[src/itp_pkg.sv]
// ----------------------------------------------------------------------------
// itp_pkg: shared types and constants for the incircle touch point unit
// Widths of the coordinate, square-root and division datapaths.
// ----------------------------------------------------------------------------
package itp_pkg;

	localparam int COORD_BITS = 16;
	localparam int FRAC_BITS  = 16;
	localparam int OUT_W      = 32;

	// squared distance, even width so it splits into bit pairs
	localparam int D2_W     = 2 * COORD_BITS + 2;
	localparam int SQ_STEPS = D2_W / 2 + FRAC_BITS;
	localparam int ROOT_W   = SQ_STEPS;
	localparam int SQ_REM_W = ROOT_W + 2;
	localparam int DEN_W    = ROOT_W + 1;
	localparam int Q_W      = COORD_BITS + FRAC_BITS;
	localparam int PROD_W   = ROOT_W + COORD_BITS + 1;
	localparam int NUM_W    = PROD_W + 1;
	localparam int SH_W     = NUM_W + FRAC_BITS;

	// stage numbering along the pipe
	localparam int ST_T = SQ_STEPS + 1;
	localparam int ST_M = SQ_STEPS + 2;
	localparam int ST_N = SQ_STEPS + 3;
	localparam int ST_O = SQ_STEPS + Q_W + 4;
	localparam int NSTG = ST_O + 1;

	typedef logic signed [COORD_BITS-1:0] coord_t;

	typedef struct packed {
		logic signed [COORD_BITS-1:0] ax;
		logic signed [COORD_BITS-1:0] ay;
		logic signed [COORD_BITS-1:0] bx;
		logic signed [COORD_BITS-1:0] by;
		logic signed [COORD_BITS-1:0] cx;
		logic signed [COORD_BITS-1:0] cy;
	} tri_t;

	typedef struct packed {
		logic signed [OUT_W-1:0] touch_ab_x;
		logic signed [OUT_W-1:0] touch_ab_y;
		logic signed [OUT_W-1:0] touch_ca_x;
		logic signed [OUT_W-1:0] touch_ca_y;
		logic                    degenerate;
	} res_t;

	typedef struct packed {
		logic [D2_W-1:0]     rad;
		logic [SQ_REM_W-1:0] rem;
		logic [ROOT_W-1:0]   root;
	} sq_t;

	typedef struct packed {
		logic [DEN_W-1:0] den;
		logic [DEN_W-1:0] rem;
		logic [Q_W-1:0]   dvd;
		logic [Q_W-1:0]   quo;
	} dv_t;

	typedef struct packed {
		logic [3:0] neg;
		logic       dgn;
	} flg_t;

endpackage

[src/itp_sqrt_cell.sv]
// ----------------------------------------------------------------------------
// itp_sqrt_cell: one digit step of the square root chain
// Takes one bit pair of the radicand and settles one root bit.
// ----------------------------------------------------------------------------
module itp_sqrt_cell (
	input  logic         clk,
	input  logic         en,
	input  itp_pkg::sq_t prev,
	output itp_pkg::sq_t next
);
	import itp_pkg::*;

	logic [1:0]          pair;
	logic [SQ_REM_W+1:0] rem_sh;
	logic [SQ_REM_W+1:0] trial;
	logic                ge;
	sq_t                 nxt;

	always_comb begin
		pair     = prev.rad[D2_W-1 -: 2];
		rem_sh   = {prev.rem, pair};
		trial    = (SQ_REM_W+2)'({prev.root, 2'b01});
		ge       = rem_sh >= trial;
		nxt.rad  = prev.rad << 2;
		nxt.rem  = ge ? SQ_REM_W'(rem_sh - trial) : SQ_REM_W'(rem_sh);
		nxt.root = {prev.root[ROOT_W-2:0], ge};
	end

	always_ff @(posedge clk) begin
		if (en) begin
			next <= nxt;
		end
	end

endmodule

[config.mk]
export PLATFORM = sky130hd
export DESIGN_NAME = itp_sqrt_cell
export DESIGN_NICKNAME = d
export VERILOG_FILES = /design/src/itp_pkg.sv /design/src/itp_sqrt_cell.sv
export SDC_FILE = /design/constraint.sdc
export NUM_CORES = 1
export LEC_CHECK = 0
export BUFFER_PORTS_ARGS = -buffer_cell sky130_fd_sc_hd__buf_2
export CORE_MARGIN = 8
export CORE_UTILIZATION = 54
export CTS_CLUSTER_SIZE = 24
export DETAILED_ROUTE_END_ITERATION = 12
export GPL_ROUTABILITY_DRIVEN = 0
export PLACE_DENSITY_LB_ADDON = 0.1
export SYNTH_ARGS = -nofsm -noshare
export SYNTH_HDL_FRONTEND = slang
export SYNTH_SLANG_ARGS = --single-unit
[constraint.sdc]
create_clock -name clk -period 7.3 [get_ports clk]
set_clock_uncertainty 0.15 [all_clocks]
set_input_delay 1.46 -clock clk [delete_from_list [all_inputs] [get_ports clk]]
set_output_delay 1.46 -clock clk [all_outputs]
set_load 0.005 [all_outputs]
==> After elaboration in Yosys (flattened, before gate mapping) <==
Index checks and enable logic that the tools add are counted.
Widths: inputs -> output; s select.
{ "totals": {"wordCells": 6, "in_bits": 104, "ff_bits": 100, "out_inout_bits": 102} }
{ "op_classes": {"order_cmp": 1, "addsub": 1, "n_mux": 1} }
{ "op_table": {"columns": ["op", "count"], "rows": [
  ["$ge 37x35->1", 1],
  ["$mux 35", 1],
  ["$sub 35x35->35", 1]
]} }

==> Logic depth before layout (Yosys ltp) <==
{ "depth": {"depth_word": 2, "ltp_mapped": 13, "ltp_nobuf": 10} }

==> Least setup slack after synthesis <==
Ideal clock, no wire load.
{ "synth_path": {"path_kind": "in2reg", "from": "input port prev[4] in the netlist's numbering", "to": "register next[39] in the netlist's numbering (data pin)", "cell_stages": 12, "n_path_buf": 2, "slack_ns": 3.104, "arrival_ns": 3.786, "setup_ns": 0.260, "cell_sequence": "inv_1 > ha_1 > o21a_1 > o211ai_2 > a311oi_1 > nor4_2 > a2111oi_2 > o21a_2 > o211a_1 > buf_6 > buf_12 > mux2_4"} }
{ "synth_rtl": {"columns": ["element", "line", "source"], "rows": [
  ["from (decl)", "itp_sqrt_cell.sv:8", "input itp_pkg::sq_t prev,"],
  ["to (signal assigned)", "itp_sqrt_cell.sv:31", "next <= nxt;"],
  ["to (decl)", "itp_sqrt_cell.sv:9", "output itp_pkg::sq_t next"]
]} }

==> impl_results.md <==
* Status: finished, final reports clean
* Achievable frequency at 208 MHz
* CTS tree: done
* Number of enable flip-flop cells after synthesis at 100
* Mapped Area at 5670 um2
* Global-route wire length before repair at 21,800 um
* Int Power at 1.07 mW
* Pin count of the biggest net entering global routing at 64
* H-Tree Depth at 3
* Share of cell area taken by muxes after synthesis at 0.0835
* Simple-Gate Fraction of Synth Area at 0.0749
* Pwr per Cell Area at 214 nW/um2
* Crit-path slowest cell: o211a_2
* Via/cell ratio at 5.34
* Slew Viols, Final at 0
* Top delay family on crit path: compound AO/OA/AOI/OAI gates
* Initial DRC Count at 277
* Setup bufs post-CTS at 0
* Die W at 118 um
* Diodes inserted at 0
* Clock Path Buffers at 2
* Storage cell area at 3000 um2
* WP buf/inv at 3
* Cells taking the most area after synthesis: edfxtp_1 53%, ha_1 7.7%, mux2_4 6.6%
* Clk slew on worst S/H paths at 100 ps
* Synth cell types at 57
* Clock sinks at 100
* Io pins at 206
* Ys async rst share at 0
* Slew margin rel. at 0.447
* Total GRT Usage at 0.191
* Syn Area/Cell at 12.4 um2
* Fin crit share at 0.660
* Switching pwr at 0.411 mW
* WL/cell at 17.3 um
* Setup crit start kind: input pin
* Die H at 118 um
* Max FFs per register at 100
* Share of layout cells above drive strength 1 at 0.398
* Post-layout min period at 4820 ps
* P&R area growth vs syn at 22.6%
* Crit path arrival time at 4790 ps
* Worst Tran Pin Value at 830 ps
* DRC Markers at 0
* Gate power share at 0.263
* #FFs+latches synth at 100
* Largest family of logic cells by synthesized area: compound AO/OA/AOI/OAI gates
* Most Frequent Cell on Critical Path: a21o_1
* Vias in the first global route at 4,314
* CP max FO at 24
* Row Count at 37
* Clock share of power at 0.248
* Pre-Repair DR Iteration Count at 5
* Post-Syn Instances at 456
* Global route overflow at 0
* Sw Share at 0.277
* Hpwl dp at 11,100 um
* Core area at 10,300 um2
* Worst Setup End Kind: flop
* Die area at 14,000 um2
* # setup viols final at 0
* Yosys Warn Count at 0
* Top cell type by total area after synthesis: edfxtp_1
* Power Total at 1.48 mW
* Antenna-violating nets left at 0
* Top FF cell, synth: edfxtp_1
* Worst-path cell chain: buf_2 -> inv_1 -> ha_1 -> and3_1 -> nand4_1 -> nor4_1 -> a21o_1 -> a21o_1 -> o211a_2 -> buf_4 -> mux2_4
* Crit Path Category: in2reg
* Initial core utilization at 0.551
* Synth Area in Adders at 0.0773
* Setup TNS at 0 ps
* Cts hold-fix bufs at 0
* RSZ-0062 raised after global routing: false
* CP peak stage delay at 730 ps
* Worst EP required at 7280 ps
* Clock Root Buffer: clkbuf_8
* Sequential element share of the synthesized area at 0.530
* IO Port Bufs at 203
* FILL cells at 829
* Top Registers: next (100)
* Resized cells post-CTS at 0
* Complex-gate fraction of the synthesized area at 0.132
* Hold Vio Cnt, Final at 0
* Post-Synth XOR/XNOR Area at 0.0510
* Pleak at 3.26 nW
* Vias at 4,254
* Antenna violations before repair at 0
* Flop pwr share at 0.489
* Peak supply drop at 114 uV
* CTS buffer count at 9
* Max_cap viols at 0
* HP Class: in2reg
* Drt total wl at 13,800 um
* Biggest register: next
* Area occupied by multi-input gates at 2380 um2
* Final net count at 794
* Top-area cell type share of the netlist area at 0.530
==> path summary, 6_finish.rpt <==
check,from,end,slack [ps],cells past startpoint
worst min-delay path,prev[84],next[86]$_DFFE_PP_,1110,1
worst max-delay path,prev[24],next[54]$_DFFE_PP_,2480,11
==> power groups by stage <==
stage / sequential [mW] / combinational (mW) / clock, mW
floorplan: 0.751 / 0.234 / 0
global placement: 0.739 / 0.384 / 0
detailed placement: 0.739 / 0.392 / 0
CTS: 0.727 / 0.394 / 0.377
global route: 0.732 / 0.428 / 0.394
finish: 0.726 / 0.390 / 0.368
==> metal layers <==
metal	up-vias	track usage	routed length, um
li1	2081	-	-
met1	1973	0.240	6020
met2	185	0.311	6350
met3	15	0.0509	1180
met4	0	0.0672	238
met5	-	0	0
==> cell families (layout without fill, tap and decap cells) <==
group | Yosys count | count (layout)
other | 1 | 2
and+or+nand+nor | 87 | 87
adders and majority gates | 35 | 35
xor gates and xnor gates | 33 | 33
muxes | 34 | 34
DFF | 100 | 100
buffers and inverters | 59 | 262
AOI/OAI and AO/OA | 107 | 107
==> cell usage after synthesis (all sizes together), types with 3 or more instances <==
library cell / number
inv: 41
nand3: 9
xnor2: 19
nand2: 25
nor4: 3
a21oi: 30
xor2: 14
o211ai: 3
nand4: 8
clkbuf: 10
o221ai: 4
nor2b: 4
mux2i: 3
o21a: 4
a21o: 26
edfxtp: 100
buf: 8
a31o: 4
ha: 35
o21bai: 3
and3: 4
nor2: 22
mux2: 31
o21ai: 13
==> layout by cell type, fill, tap and decap left out, drive strengths merged, types with 2 or more instances in the layout <==
cell type / netlist / routed
a2111oi: 2 / 2
a211oi: 2 / 2
a21o: 26 / 26
a21oi: 30 / 30
a311oi: 2 / 2
a31o: 4 / 4
a31oi: 2 / 2
and3: 4 / 4
buf: 8 / 205
clkbuf: 10 / 9
clkinv: 0 / 2
conb: 1 / 2
edfxtp: 100 / 100
ha: 35 / 35
inv: 41 / 45
mux2: 31 / 31
mux2i: 3 / 3
nand2: 25 / 25
nand2b: 2 / 2
nand3: 9 / 9
nand4: 8 / 8
nor2: 22 / 22
nor2b: 4 / 4
nor3: 2 / 2
nor4: 3 / 3
o211ai: 3 / 3
o21a: 4 / 4
o21ai: 13 / 13
o21bai: 3 / 3
o221ai: 4 / 4
o31a: 2 / 2
or2: 2 / 2
or3: 2 / 2
or4: 2 / 2
xnor2: 19 / 19
xor2: 14 / 14
==> layout make-up <==
type / instances / area share
well taps: 136 / 0.0245
inverters: 41 / 0.0222
clock buffers: 9 / 0.0178
multi-input cells: 298 / 0.343
flip-flops and latches: 100 / 0.432
repair buffers: 205 / 0.149
clock inverters: 7 / 0.0119
==> per-stage QoR <==
step / utilization / setup WS, ps / instances / hold WS, ps / area [um2]
after floorplan: - / 3100 / 457 / 1410 / 5670
after global placement: 0.656 / 2170 / 780 / 1490 / 6740
after detailed placement: 0.656 / 2070 / 780 / 1490 / 6740
after CTS: 0.676 / 2480 / 796 / 1100 / 6950
after global routing: 0.676 / 2280 / 796 / 1100 / 6950
final: 0.676 / 2480 / 796 / 1110 / 6950
No activity file was read; power rests on OpenSTA's default activity.
