===== src/itp_pkg.sv =====
// ----------------------------------------------------------------------------
// itp_pkg: shared types and constants for the incircle touch point unit
// Widths of the coordinate, square-root and division datapaths.
// ----------------------------------------------------------------------------
package itp_pkg;

	localparam int COORD_BITS = 16;
	localparam int FRAC_BITS  = 16;
	localparam int OUT_W      = 32;

	// squared distance, even width so it splits into bit pairs
	localparam int D2_W     = 2 * COORD_BITS + 2;
	localparam int SQ_STEPS = D2_W / 2 + FRAC_BITS;
	localparam int ROOT_W   = SQ_STEPS;
	localparam int SQ_REM_W = ROOT_W + 2;
	localparam int DEN_W    = ROOT_W + 1;
	localparam int Q_W      = COORD_BITS + FRAC_BITS;
	localparam int PROD_W   = ROOT_W + COORD_BITS + 1;
	localparam int NUM_W    = PROD_W + 1;
	localparam int SH_W     = NUM_W + FRAC_BITS;

	// stage numbering along the pipe
	localparam int ST_T = SQ_STEPS + 1;
	localparam int ST_M = SQ_STEPS + 2;
	localparam int ST_N = SQ_STEPS + 3;
	localparam int ST_O = SQ_STEPS + Q_W + 4;
	localparam int NSTG = ST_O + 1;

	typedef logic signed [COORD_BITS-1:0] coord_t;

	typedef struct packed {
		logic signed [COORD_BITS-1:0] ax;
		logic signed [COORD_BITS-1:0] ay;
		logic signed [COORD_BITS-1:0] bx;
		logic signed [COORD_BITS-1:0] by;
		logic signed [COORD_BITS-1:0] cx;
		logic signed [COORD_BITS-1:0] cy;
	} tri_t;

	typedef struct packed {
		logic signed [OUT_W-1:0] touch_ab_x;
		logic signed [OUT_W-1:0] touch_ab_y;
		logic signed [OUT_W-1:0] touch_ca_x;
		logic signed [OUT_W-1:0] touch_ca_y;
		logic                    degenerate;
	} res_t;

	typedef struct packed {
		logic [D2_W-1:0]     rad;
		logic [SQ_REM_W-1:0] rem;
		logic [ROOT_W-1:0]   root;
	} sq_t;

	typedef struct packed {
		logic [DEN_W-1:0] den;
		logic [DEN_W-1:0] rem;
		logic [Q_W-1:0]   dvd;
		logic [Q_W-1:0]   quo;
	} dv_t;

	typedef struct packed {
		logic [3:0] neg;
		logic       dgn;
	} flg_t;

endpackage


===== src/itp_div_cell.sv =====
// ----------------------------------------------------------------------------
// itp_div_cell: one restoring step of the divider chain
// Brings down one dividend bit and settles one quotient bit.
// ----------------------------------------------------------------------------
module itp_div_cell (
	input  logic         clk,
	input  logic         en,
	input  itp_pkg::dv_t prev,
	output itp_pkg::dv_t next
);
	import itp_pkg::*;

	logic [DEN_W:0] rem_sh;
	logic [DEN_W:0] dsub;
	logic           ge;
	dv_t            nxt;

	always_comb begin
		rem_sh  = {prev.rem, prev.dvd[Q_W-1]};
		dsub    = {1'b0, prev.den};
		ge      = rem_sh >= dsub;
		nxt.den = prev.den;
		nxt.rem = ge ? DEN_W'(rem_sh - dsub) : DEN_W'(rem_sh);
		nxt.dvd = prev.dvd << 1;
		nxt.quo = {prev.quo[Q_W-2:0], ge};
	end

	always_ff @(posedge clk) begin
		if (en) begin
			next <= nxt;
		end
	end

endmodule


===== config.mk =====
export PLATFORM = sky130hd
export DESIGN_NAME = itp_div_cell
export DESIGN_NICKNAME = d
export VERILOG_FILES = /design/src/itp_pkg.sv /design/src/itp_div_cell.sv
export SDC_FILE = /design/constraint.sdc
export NUM_CORES = 1
export LEC_CHECK = 0
export BUFFER_PORTS_ARGS = -buffer_cell sky130_fd_sc_hd__buf_2
export CAP_MARGIN = 10
export CORE_ASPECT_RATIO = 0.75
export CORE_MARGIN = 5
export CORE_UTILIZATION = 44
export CTS_CLUSTER_DIAMETER = 150
export CTS_CLUSTER_SIZE = 25
export DETAILED_ROUTE_END_ITERATION = 12
export PLACE_DENSITY = 0.86
export SLEW_MARGIN = 20
export SYNTH_ARGS = -nofsm -noshare
export SYNTH_HDL_FRONTEND = slang
export SYNTH_SLANG_ARGS = --single-unit

===== constraint.sdc =====
create_clock -name clk -period 2.6 [get_ports clk]
set_clock_uncertainty 0.1 [all_clocks]
set_input_delay 0.13 -clock clk [delete_from_list [all_inputs] [get_ports clk]]
set_output_delay 0.13 -clock clk [all_outputs]
set_load 0.1 [all_outputs]

## Word level (Yosys, flattened, before mapping)

Cells that the tools add are included.

- Add/sub/neg operators: 1
- Magnitude comparators: 1
- Multiplexer cells: 1

Operators with widths:

| operator | count |
|---|---|
| 35-bit by 34-bit >= comparator with 1-bit output | 1 |
| 34-bit two-way mux | 1 |
| 34-bit subtractor | 1 |

- Flip-flop bits (word level): 131
- Bits of input ports: 134
- Output and inout port bits: 132
- Logic and storage cells: 7

## Longest topological paths before layout

Gate-level depths: netlist of run 1.

- Depth after elaboration: 2
- Gate-level depth with buffers: 13

## Worst setup path after synthesis of run 1

OpenSTA, ideal clock, no wires.

- Path type: input -> register
- Start point: input port prev[63] (netlist bit)
- End point: register next[96] (netlist bit), data pin
- Setup time: 0.255 ns
- Arrival time: 2.354 ns
- Path slack: -0.109 ns
- Stages: 12
- Buffers on the path: 0
- Path through: inv_1 ha_1 inv_1 fa_1 a21oi_1 o211ai_1 a211oi_2 o22ai_1 o2111ai_1 a41oi_1 or3_1 a31o_1

RTL lines:

| element | RTL line | source |
|---|---|---|
| from (decl) | itp_div_cell.sv:8 | `input itp_pkg::dv_t prev,` |
| to (signal assigned) | itp_div_cell.sv:30 | `next <= nxt;` |
| to (decl) | itp_div_cell.sv:9 | `output itp_pkg::dv_t next` |

==> summary.md, run 1 <==
| Metric | Value |
|---|---|
| Initial core utilization | 45.5% |
| DR pass1 iterations | 5 |
| Sequential fraction of the synthesis area | 62.3% |
| Global Route Usage Sum | 26.5% |
| Core Box Area | 13900 sq um |
| Final #Nets | 1153 |
| First-pass GRT wire length | 34400 um |
| Clock tree root buffer cell | clkbuf_16 |
| Post-Syn Nets | 681 |
| Yosys reg bits | 131 |
| Vias in the first global route | 6400 |
| Vias/cell | 5.24 |
| Slowest CP cell | fa_2 |
| Die height | 114 um |
| VDD IR max | 0.584 mV |
| Type of the most critical hold path | in -> reg |
| Setup CP Type | in -> reg |
| Worst-path fanout max | 2 |
| WHS Path Cells | 3 |
| Antenna Violating Nets Remaining | 0 |
| Ys flop type | edfxtp_1 |
| Lkg Pwr | 0.00461 uW |
| Syn Area/Cell | 12.3 sq um |
| Dpl hpwl | 14500 um |
| CP Capture Type | flip-flop |
| DIE AREA | 16900 sq um |
| DRT iter0 DRCs | 530 |
| Highest clock rate | 0.397 GHz |
| Port bufs | 263 |
| Area of the multi-input gates | 2150 sq um |
| Final hold vios | 0 |
| Actual slew at the worst max-slew pin | 532 ps |
| Number of enable flip-flop cells after synthesis | 131 |
| DRC | 0 |
| Tcrit/Tclk final | 96.9% |
| CP Launch Type | input pin |
| Hold path startpoint | prev[63] |
| Clock Pin Slew Worst Setup and Hold Paths | 60 ps |
| Routed len/inst | 20.0 um |
| Detailed Route WL | 23600 um |
| Final setup viols | 0 |
| Top Registers | next (131) |
| Setup WS pre-CTS | -294 ps |
| Setup TNS | 0 ps |
| Row cnt | 37 |
| Crit path DAT | 2590 ps |
| Final non-filler cell area | 10400 sq um |
| Final GP Congestion | 0.912 |
| Overall Power | 7950 uW |
| Die Wd | 148 um |
| Area growth, synth to finish | 64.0% |
| Register name with the most flops | next |
| Largest register FFs | 131 |
| Initial antenna violation count | 3 |
| Setup ws final | 79.9 ps |
| CTS Buf Count | 17 |
| Max-cap violations | 0 |
| CP max stage delay | 410 ps |
| Cell chain of the critical path | buf_2 -> inv_12 -> ha_4 -> inv_2 -> fa_2 -> a21oi_2 -> o211ai_1 -> a211oi_2 -> o22ai_1 -> o2111ai_1 -> a41oi_1 -> or3_1 -> a31o_1 |
| Async S/R FF share, synth | 0% |
| Crit path buf inv count | 3 |
| Worst relative slew slack | 64.7% |
| Sink of the worst hold path | next[64] |
| Area post-placement | 8410 sq um |
| Worst path top cell family by delay | compound AO/OA/AOI/OAI gates |
| H-Tree Depth | 4 |
| Maximum clock path buffer count | 2 |
| Synth warnings | 0 |
| Mapped Area | 6320 sq um |
| Largest net degree at the start of global routing | 57 |
| Critical path data required time | 2670 ps |
| DR vias | 6168 |
| Pwr dens | 767 nW/um^2 |
| Layout cells sized above 1 | 39.6% |
| Final min period | 2520 ps |
| Slew Viols, Final | 0 |
| TritonCTS clock tree | done |
| Fillers | 921 |
| Status | finished, final reports clean |
| Fin Hold WS | 137 ps |
| Synth cell types | 57 |
| Synthesized instance count | 512 |
| Number of I/O pins | 266 |
| Register area | 3930 sq um |
| Clock sinks | 131 |
| Total gr overflow | 0 |
-- tightest hold or removal path: stages --
cell     delay, ps
buf_2          170
nand2_1         80
o21ai_0        130
-- synthesized netlist by cell type (all sizes together), types with 2 or more instances --
| cell type | count | area share [%] |
|---|---|---|
| a211oi | 4 | 0.55 |
| a21boi | 2 | 0.30 |
| a21o | 11 | 1.3 |
| a21oi | 34 | 2.8 |
| a221oi | 2 | 0.28 |
| a311oi | 2 | 0.38 |
| a31oi | 3 | 0.30 |
| and2 | 4 | 0.40 |
| and3 | 3 | 0.30 |
| buf | 10 | 1.2 |
| clkbuf | 12 | 0.77 |
| edfxtp | 131 | 62 |
| ha | 34 | 6.7 |
| inv | 42 | 2.5 |
| mux2 | 4 | 0.71 |
| nand2 | 52 | 3.1 |
| nand2b | 4 | 0.40 |
| nand3 | 7 | 0.55 |
| nand4 | 9 | 0.89 |
| nor2 | 22 | 1.3 |
| nor2b | 2 | 0.20 |
| nor3 | 6 | 0.48 |
| nor4 | 2 | 0.20 |
| o211ai | 5 | 0.67 |
| o21a | 3 | 0.36 |
| o21ai | 48 | 3.8 |
| o21bai | 4 | 0.48 |
| o31ai | 4 | 0.48 |
| or3 | 3 | 0.30 |
| xnor2 | 16 | 2.2 |
| xor2 | 13 | 1.8 |
-- per-layer routing --
layer	GRT usage, %	vias up	share of wire [%]
li1	-	2840	-
met1	30.1	2916	37
met5	0	-	0.055
met4	7.45	2	2.4
met2	48.2	360	51
met3	8.58	50	9.5
-- timing repair --
item / 4_1_cts / 5_1_grt
resized for setup: 0 / 6
hold buffers: 130 / 0
buffers inserted: 0 / 1
hold endpoints to repair: 149 / 0
setup endpoints to repair: 0 / 28
-- cell type report --
class / count / share of cell area, %
diodes: 4 / 0.0966
clock buffers: 18 / 4.14
clock inverters: 14 / 1.37
inverters: 42 / 1.64
multi-input cells: 317 / 20.7
flip-flops and latches: 131 / 38.0
well taps: 175 / 2.11
repair buffers: 475 / 31.9
-- report_power, final --
part	internal [uW]	switching [uW]	total, uW	leakage, uW
clock	1350	1060	2410	0.000268
combinational	720	2170	2890	0.00306
sequential	2580	68.1	2650	0.00128
-- worst max-delay path by stage --
stage | startpoint | end | slack (ps) | depth (start not counted)
2_1_floorplan | prev[63] | next[96] | -40 | 12
3_3_place_gp | prev[63] | next[96] | -170 | 13
3_5_place_dp | prev[63] | next[96] | -290 | 13
4_1_cts | prev[96] | next[69] | 40 | 11
5_1_grt | prev[102] | next[85] | -10 | 14
6_report | prev[63] | next[96] | 80 | 13
-- stage by stage --
stage | util, % | cells
2_1_floorplan | - | 512
4_1_cts | 74.0 | 1170
3_5_place_dp | 60.6 | 1008
3_3_place_gp | 60.6 | 1008
5_1_grt | 74.6 | 1176
6_report | 74.6 | 1176
-- logic make-up after synthesis --
family	share of synthesized area, %
DFF	62.3
xor gates and xnor gates	4.02
muxes	0.713
other	0.0594
adders and majority gates	7.05
buffers and inverters	4.48
and+or+nand+nor	8.44
AOI/OAI and AO/OA	13.0
-- placed cells by master, fill, tap and decap left out, drive strengths merged, types with 4 or more instances in the layout --
cell         Yosys  final
o21ai           48     48
dlygate4sd3      0    130
edfxtp         131    131
a21oi           34     34
o211ai           5      5
ha              34     34
nand3            7      7
a21o            11     11
diode            0      4
nand4            9      9
nor2            22     22
mux2             4      4
xnor2           16     16
clkinvlp         0      4
buf             10    344
nand2b           4      4
xor2            13     13
o31ai            4      4
inv             42     51
nand2           52     52
nor3             6      6
and2             4      4
a211oi           4      4
clkbuf          12     19
o21bai           4      4
Power figures use the tool's default switching activity.
==> inputs of run 2 (changes only) <==
Settings changed: RECOVER_POWER from default to 100.
==> summary.md, run 2 (synthesis results as in run 1) <==
| Metric | Value |
|---|---|
| Status | finished, final reports clean |
| Port bufs | 263 |
| Die Wd | 148 um |
| Register area | 3930 sq um |
| Type of the most critical hold path | in -> reg |
| DR pass1 iterations | 5 |
| DRC | 0 |
| Worst relative slew slack | 6.61% |
| Fillers | 1016 |
| Register name with the most flops | next |
| Maximum clock path buffer count | 2 |
| Top Registers | next (131) |
| Worst setup endpoint | next[85] |
| Final min period | 2530 ps |
| Layout cells sized above 1 | 23.5% |
| Area of the multi-input gates | 2150 sq um |
| Final #Nets | 1153 |
| Row cnt | 37 |
| Largest net degree at the start of global routing | 57 |
| Die height | 114 um |
| Area post-placement | 8410 sq um |
| Number of I/O pins | 266 |
| DR vias | 6182 |
| Critical path data required time | 2660 ps |
| Clock tree root buffer cell | clkbuf_16 |
| Highest clock rate | 0.396 GHz |
| Global Route Usage Sum | 26.5% |
| First-pass GRT wire length | 34400 um |
| Tcrit/Tclk final | 97.2% |
| DIE AREA | 16900 sq um |
| CP max stage delay | 360 ps |
| Area growth, synth to finish | 60.3% |
| CP Capture Type | flip-flop |
| Largest register FFs | 131 |
| Setup CP Type | in -> reg |
| CTS Buf Count | 17 |
| Vias/cell | 5.26 |
| Core Box Area | 13900 sq um |
| Initial antenna violation count | 3 |
| Slew Viols, Final | 0 |
| VDD IR max | 0.533 mV |
| CP Launch Type | input pin |
| Pwr dens | 776 nW/um^2 |
| Dpl hpwl | 14500 um |
| Routed len/inst | 19.6 um |
| Final setup viols | 0 |
| Crit path DAT | 2590 ps |
| Antenna Violating Nets Remaining | 0 |
| Commonest non-fill, non-tap cell in the layout | clkbuf_1 |
| DRT iter0 DRCs | 446 |
| Slowest CP cell | ha_1 |
| Worst Setup SP | prev[102] |
| Actual slew at the worst max-slew pin | 1400 ps |
| H-Tree Depth | 4 |
| Detailed Route WL | 23100 um |
| Final hold vios | 0 |
| Lkg Pwr | 0.00415 uW |
| Overall Power | 7860 uW |
| Worst-path fanout max | 5 |
| Cell chain of the critical path | clkbuf_1 -> inv_1 -> ha_1 -> buf_4 -> o211ai_1 -> a21oi_1 -> buf_4 -> o211ai_2 -> buf_4 -> a21oi_1 -> o221ai_1 -> o31ai_1 -> xnor2_1 -> o21ai_0 |
| Total gr overflow | 0 |
| Vias in the first global route | 6400 |
| Commonest non-fill, non-tap cells in the layout | clkbuf_1 (162), edfxtp_1 (131), dlygate4sd3_1 (130) |
| TritonCTS clock tree | done |
| Clock Pin Slew Worst Setup and Hold Paths | 60 ps |
| Final GP Congestion | 0.912 |
| CP most frequent cell | buf_4 |
| Clock sinks | 131 |
| Final non-filler cell area | 10100 sq um |
| Initial core utilization | 45.5% |
| Max-cap violations | 0 |
## run 2: cell count changes in the layout (fill, tap and decap cells not counted)
cell	delta
buf_2	-161
clkbuf_1	+161
buf_4	-2
buf_12	-2
buf_6	+1
clkbuf_4	+1
clkbuf_2	+2
## run 2: per-layer routing
layer  vias to the layer above  track usage [%]  routed length, um
met5                         -                0                 12
met4                         2             7.45                386
met3                        44             8.58               2200
met2                       366             48.2              11900
met1                      2926             30.1               8620
li1                       2844                -                  -
## run 2: area by class of cell
| type | count | share of cell area [%] |
|---|---|---|
| Antenna cell | 4 | 0.0988 |
| Clock buffer | 18 | 4.24 |
| Clock inverter | 14 | 1.40 |
| Inverter | 42 | 1.68 |
| Multi-Input combinational cell | 317 | 21.2 |
| Sequential cell | 131 | 38.8 |
| Tap cell | 175 | 2.16 |
| Timing Repair Buffer | 475 | 30.4 |
## run 2: timing repair
| item | 4_1_cts | 5_1_grt |
|---|---|---|
| endpoints found under the setup margin | 0 | 28 |
| resized for setup | 0 | 6 |
| buffers inserted | 0 | 1 |
| endpoints found under the hold margin | 149 | 0 |
| hold buffers | 130 | 0 |
## run 2: worst min path at each step
stage / start / endpoint / slack [ps] / depth (start not counted)
6_report: prev[63] / next[64] / 70 / 3
5_1_grt: prev[63] / next[64] / 80 / 3
4_1_cts: prev[63] / next[64] / 50 / 3
3_5_place_dp: prev[59] / next[60] / 210 / 1
3_3_place_gp: prev[27] / next[28] / 210 / 1
2_1_floorplan: prev[100] / next[100] / 130 / 0
## run 2: power by group
part	switching (uW)	internal (uW)
Sequential	71.2	2580
Clock	1050	1350
Combinational	2160	650
Total	3280	4580
## run 2: through the flow
| stage | setup TNS, ps | worst slack (ps) | utilization, % | hold WS (ps) | instances |
|---|---|---|---|---|---|
| floorplan | -41.5 | -41.5 | - | 129 | 512 |
| global placement | -1940 | -169 | 60.6 | 206 | 1008 |
| detailed placement | -4170 | -294 | 60.6 | 208 | 1008 |
| CTS | 0 | 40.6 | 74.0 | 52.2 | 1170 |
| global route | -48.1 | -48.1 | 72.9 | 78.8 | 1174 |
| finish | 0 | 72.3 | 72.9 | 69.3 | 1176 |
## run 2: critical path: cells and delay by family
| family | cells | cell delay [ps] |
|---|---|---|
| AO/OA/AOI/OAI | 7 | 1220 |
| buffers and inverters | 5 | 710 |
| XOR/XNOR | 1 | 180 |
| adder cells (fa/ha/maj) | 1 | 360 |
